### config.mk
export PLATFORM = sky130hd
export DESIGN_NAME = ncov_div
export DESIGN_NICKNAME = d
export VERILOG_FILES = /design/src/rtl/ncov_pkg.sv /design/src/rtl/ncov_div.sv
export SDC_FILE = /design/constraint.sdc
export NUM_CORES = 1
export LEC_CHECK = 0
export ABC_AREA = 0
export BUFFER_PORTS_ARGS = -buffer_cell sky130_fd_sc_hd__buf_2
export CELL_PAD_IN_SITES_DETAIL_PLACEMENT = 0
export CELL_PAD_IN_SITES_GLOBAL_PLACEMENT = 1
export CORE_ASPECT_RATIO = 0.6
export CORE_MARGIN = 3
export CORE_UTILIZATION = 42
export CTS_BUF_LIST = sky130_fd_sc_hd__clkbuf_2
export DETAILED_ROUTE_END_ITERATION = 16
export GPL_TIMING_DRIVEN = 0
export MAX_ROUTING_LAYER = met4
export PLACE_DENSITY = 0.86
export SYNTH_ARGS = -nofsm -noshare
export SYNTH_HDL_FRONTEND = slang
export SYNTH_SLANG_ARGS = --single-unit
### constraint.sdc
create_clock -name clk -period 3.3 [get_ports clk]
set_clock_uncertainty 0.2 [all_clocks]
set_input_delay 0 -clock clk [delete_from_list [all_inputs] [get_ports clk]]
set_output_delay 0 -clock clk [all_outputs]
set_load 0.01 [all_outputs]
### src/rtl/ncov_pkg.sv
// ncov_pkg: shared sizes, command and status codes, divider control types
// and the lower-triangle address function for the covariance accumulator.
// No dependencies.
`timescale 1ns / 1ps
`default_nettype none

package ncov_pkg;

  localparam int MAX_VARS   = 8;
  localparam int FRAC_BITS  = 16;
  localparam int VAR_W      = $clog2(MAX_VARS);
  localparam int NV_W       = VAR_W + 1;
  localparam int TRI_SIZE   = MAX_VARS * (MAX_VARS + 1) / 2;
  localparam int TRI_W      = $clog2(TRI_SIZE);
  localparam int SAMPLE_W   = 32;
  localparam int VSUM_W     = 48;
  localparam int PSUM_W     = 64;
  localparam int DVD_W      = PSUM_W + FRAC_BITS;
  localparam int STEP_W     = $clog2(DVD_W + 1);
  localparam int RUNS_W     = 16;
  localparam int CFG_IDX_W  = 1;
  localparam int CFG_DATA_W = 16;

  typedef logic [1:0] cmd_t;
  localparam cmd_t CMD_CLEAR  = 2'd0;
  localparam cmd_t CMD_SCALE  = 2'd1;
  localparam cmd_t CMD_SAMPLE = 2'd2;
  localparam cmd_t CMD_READ   = 2'd3;

  typedef logic [1:0] status_t;
  localparam status_t ST_OK     = 2'd0;
  localparam status_t ST_ZSCALE = 2'd1;
  localparam status_t ST_RANGE  = 2'd2;
  localparam status_t ST_SAT    = 2'd3;

  localparam logic [CFG_IDX_W-1:0] CFG_VARS = 1'b0;
  localparam logic [CFG_IDX_W-1:0] CFG_RUNS = 1'b1;

  typedef struct packed {
    logic              start;
    logic [STEP_W-1:0] steps;
  } div_ctl_t;

  typedef struct packed {
    logic busy;
    logic done;
  } div_sts_t;

  // packed lower triangle: row r, column c with c <= r
  function automatic logic [TRI_W-1:0] tri_addr(input logic [VAR_W-1:0] r,
                                                input logic [VAR_W-1:0] c);
    logic [TRI_W-1:0] prod;
    prod = TRI_W'(r) * (TRI_W'(r) + TRI_W'(1));
    return (prod >> 1) + TRI_W'(c);
  endfunction

endpackage

`default_nettype wire

### src/rtl/ncov_div.sv
// ncov_div: unsigned restoring divider, one quotient bit per cycle.
// Dividend is left aligned; steps sets how many top bits are consumed.
// Depends on ncov_pkg.
`timescale 1ns / 1ps
`default_nettype none

module ncov_div import ncov_pkg::*; (
  input  wire logic              clk,
  input  wire logic              rst_n,
  input  wire div_ctl_t          ctl,
  input  wire logic [DVD_W-1:0]  dividend,
  input  wire logic [PSUM_W-1:0] divisor,
  output      div_sts_t          sts,
  output      logic [DVD_W-1:0]  quotient
);

  logic              busy_r;
  logic              done_r;
  logic [STEP_W-1:0] cnt_r;
  logic [PSUM_W-1:0] rem_r;
  logic [PSUM_W-1:0] dsr_r;
  logic [DVD_W-1:0]  dvd_r;
  logic [DVD_W-1:0]  quot_r;

  logic [PSUM_W:0]   trial;
  logic              ge;
  logic [PSUM_W-1:0] rem_nxt;

  assign trial   = {rem_r, dvd_r[DVD_W-1]};
  assign ge      = trial >= {1'b0, dsr_r};
  // a failed trial is below the divisor, so it fits the remainder width
  assign rem_nxt = ge ? PSUM_W'(trial - {1'b0, dsr_r}) : trial[PSUM_W-1:0];

  always_ff @(posedge clk) begin
    if (!rst_n) begin
      busy_r <= 1'b0;
      done_r <= 1'b0;
      cnt_r  <= '0;
    end else begin
      done_r <= 1'b0;
      if (ctl.start) begin
        busy_r <= 1'b1;
        cnt_r  <= ctl.steps;
      end else if (busy_r) begin
        cnt_r <= cnt_r - STEP_W'(1);
        if (cnt_r == STEP_W'(1)) begin
          busy_r <= 1'b0;
          done_r <= 1'b1;
        end
      end
    end
  end

  always_ff @(posedge clk) begin
    if (ctl.start) begin
      rem_r  <= '0;
      quot_r <= '0;
      dvd_r  <= dividend;
      dsr_r  <= divisor;
    end else if (busy_r) begin
      rem_r  <= rem_nxt;
      quot_r <= {quot_r[DVD_W-2:0], ge};
      dvd_r  <= {dvd_r[DVD_W-2:0], 1'b0};
    end
  end

  assign sts.busy = busy_r;
  assign sts.done = done_r;
  assign quotient = quot_r;

endmodule

`default_nettype wire

==> out/metrics.yaml <==
die:
  core_area_mm2: 0.0368
  initial_utilization: 0.431
  die_x_um: 257
  io_pins: 236
  die_h_um: 156
  dieArea_mm2: 0.0402
  rows: 54
synth:
  syn_nets: 1818
  synth_area_leaders: "edfxtp_1 (27%), dfxtp_1 (19%), mux2i_1 (7.0%), mux2_2 (5.6%), ha_1 (5.2%)"
  synth_top_cell_by_area: "edfxtp_1"
  synthMuxAreaShare: 0.126
  synth_top_area_frac: 0.273
  synthArstFlopShare: 0
  synth_cell_types: 73
  synth-xor-area-share: 0.0293
  synth_top_family_by_area: "compound AO/OA/AOI/OAI gates"
  netlist_instances: 1597
  yosysSeqAreaShare: 0.466
  synthAdderAreaFrac: 0.0534
  ys_warn_count: 0
  synth-compound-area-share: 0.146
  synth_edf_count: 144
  synth-main-ff-cell: "dfxtp_1"
  syn_avg_cell_area_um2: 9.92
  synthSimpleGateAreaFrac: 0.132
  synth_area_mm2: 0.0159
  synth_seq_cells: 297
power_and_ir_drop:
  power_frac_seq: 0.459
  power_density_mw_per_mm2: 393
  p_switching_mw: 3.08
  report.power.total_mw: 9.26
  irDropWorstVdd_mv: 0.308
  internal-power_mw: 6.18
  sw_frac_of_total: 0.333
  leakage_nw: 9.81
  power_frac_clock: 0.294
  combPwrFrac: 0.247
clocking:
  cts_sinks: 297
  cts_max_level: 3
  clk_latency_ns: 1.03
  numCtsBuffers: 74
  cts_tree: "built"
  root_buffer: "clkbuf_2"
  cts.path.max_buffers: 3
  clk_pin_slew_ns: 0.11
sta:
  finalSetupViolations: 45
  tightest_slew_ns: 1.04
  max_slew_margin: 0.309
  worst_slack_ns: -0.146
  maxSlewViolCount: 0
  fmax_mhz: 290
  hold_viol: 0
  min_period_ns: 3.45
  final.period_utilization: 1.04
  rsz0062_at_grt: "yes"
worst_hold_path:
  holdPathEnd: "dsr_r[14]"
  min_from: "divisor[14]"
  hp-class: "input pin to flip-flop"
  worstHoldPathCells: 3
critical_path:
  critPathCaptureType: "flip-flop"
  critPathSlowestCell: "a311oi_1"
  critPathMaxFanout: 9
  crit_type: "flip-flop to flip-flop"
  reg2reg_slack_ns: -0.15
  crit_required_ns: 3.97
  worst-path-buf-inv: 2
  crit_chain: "ha_1 > clkbuf_1 > nand4_1 > nor2_1 > inv_1 > a311oi_1 > nor3_1 > nor3_1 > xor2_1 > mux2i_1 > a211oi_1"
  critPathLaunchType: "flip-flop"
  r2r_cells: 11
  crit_top_cell: "nor3_1"
  arrival_ns: 4.11
  timing.rr.end: "rem_r[29]"
  r2r_start: "rem_r[21]"
  critPathMaxStageDelay_ns: 0.56
  cp_top_family: "simple AND/OR/NAND/NOR gates"
outcome:
  failed_checks: "setup timing"
  status: "finished, violations left"
global_routing:
  grt_overflow_total: 0
  grt_pass1_wl_um: 87700
  grt_pass1_vias: 15600
  grt_max_degree: 65
  antenna_found_initial: 2
  grt_usage: 0.288
job:
  maxCapViolations: 0
cells_and_area:
  final_cell_mix: "dlygate4sd3_1 (348), buf_2 (234), nor2_1 (177)"
  fillers: 2856
  drive_gt1_frac: 0.287
  area.growth.synth_to_final_pct: 48.4
  fin_nets: 2506
  layout_commonest_cell: "dlygate4sd3_1"
  final_util: 0.640
drt:
  drc: 0
  wl_per_cell_um: 20.5
  drt_iter0_drc: 1665
  viasPerCell: 5.52
  totalWireLength_um: 58500
  ant_nets: 0
  first_pass_iters: 7
  num_vias: 15700
placement:
  place_hpwl_um: 34800
  gp_congestion: 0.966
  port_buffers: 235
[registers in the layout (all words and copies together), names as in the netlist]
signal / cells
busy_r: 1
done_r: 1
dvd_r: 80
cnt_r: 7
dsr_r: 64
quotient: 80
rem_r: 64
[layer usage]
metal	track usage	share of wire	wire length, um	vias to the layer above
met1	0.383	0.44	25700	7583
met4	0.0838	0.023	1350	0
met2	0.427	0.44	25600	814
met3	0.0860	0.10	5830	115
li1	-	-	-	7211
met5	-	0	0	-
[how the worst max path moves through the flow]
stage | from | endpoint | slack (ns) | cells past startpoint
global route | dsr_r[7] | rem_r[43] | -0.23 | 12
floorplan | dsr_r[40] | rem_r[61] | 0.19 | 14
CTS | dsr_r[25] | rem_r[43] | -0.16 | 14
finish | rem_r[21] | rem_r[29] | -0.15 | 11
global placement | ctl[7] | dvd_r[31] | -1.77 | 5
detailed placement | dvd_r[79] | rem_r[60] | -0.84 | 12
[synthesized netlist by cell type (16+ instances only)]
library cell	count
xor2_1	28
dfxtp_1	153
o31ai_1	16
a21o_1	30
mux2i_1	111
nand3_1	28
nand2_1	104
nor3_1	27
xnor2_1	25
a21oi_1	100
inv_1	87
nor2_1	184
ha_1	66
a211oi_1	35
nand4_1	23
mux2_2	79
edfxtp_1	144
o21ai_0	55
clkbuf_1	76
[metrics by stage]
step / area (um2) / TNS [ns] / instances / hold WS [ns] / worst slack, ns
final: 23500 / -2.39 / 2849 / 0.0851 / -0.146
after global routing: 23500 / -8.98 / 2849 / 0.00484 / -0.229
after CTS: 22700 / -3.74 / 2829 / 0.000580 / -0.157
after detailed placement: 17700 / -28.23 / 2337 / -0.0219 / -0.837
after global placement: 17700 / -202.31 / 2336 / -0.0212 / -1.77
after floorplan: 15900 / 0 / 1597 / -0.101 / 0.190
[power by group through the flow]
stage / combinational [mW] / clock [mW] / sequential, mW
3_5_place_dp: 1.55 / 0 / 4.30
4_1_cts: 2.02 / 2.74 / 4.22
2_1_floorplan: 1.09 / 0 / 4.26
6_report: 2.29 / 2.72 / 4.25
3_3_place_gp: 1.51 / 0 / 4.30
5_1_grt: 2.45 / 2.97 / 4.27
[tightest hold or removal path, stage by stage]
cell and delay, ns:
dlygate4sd3_1 0.53, buf_2 0.10, dlygate4sd3_1 0.54
[kinds of logic (layout without fill, tap and decap cells)]
| group | count (synthesis) | count (layout) |
|---|---|---|
| compound gates | 352 | 352 |
| xor+xnor | 53 | 53 |
| flops | 297 | 297 |
| buf+inv | 187 | 932 |
| other cells | 0 | 3 |
| simple gates | 451 | 451 |
| fa+ha+maj | 67 | 67 |
| mux | 190 | 190 |
[layout make-up]
cell class,instances,area [um2],share of cell area
clock buffers,113,566,0.0240
repair buffers,636,5290,0.225
diodes,3,7.51,0.000319
clock inverters,20,131,0.00558
plain buffers,75,465,0.0198
multi-input cells,1113,8710,0.370
inverters,88,333,0.0141
well taps,504,631,0.0268
flip-flops and latches,297,7390,0.314
[what timing repair did]
action | in CTS | in global routing
endpoints found under the hold margin | 217 | 0
endpoints found under the setup margin | 65 | 65
resized for setup | 134 | 135
hold buffers | 349 | 0
pin swaps | 33 | 56
setup buffers | 26 | 25
gates cloned | 1 | 2
Note: power is estimated with default switching activity, not from simulation.
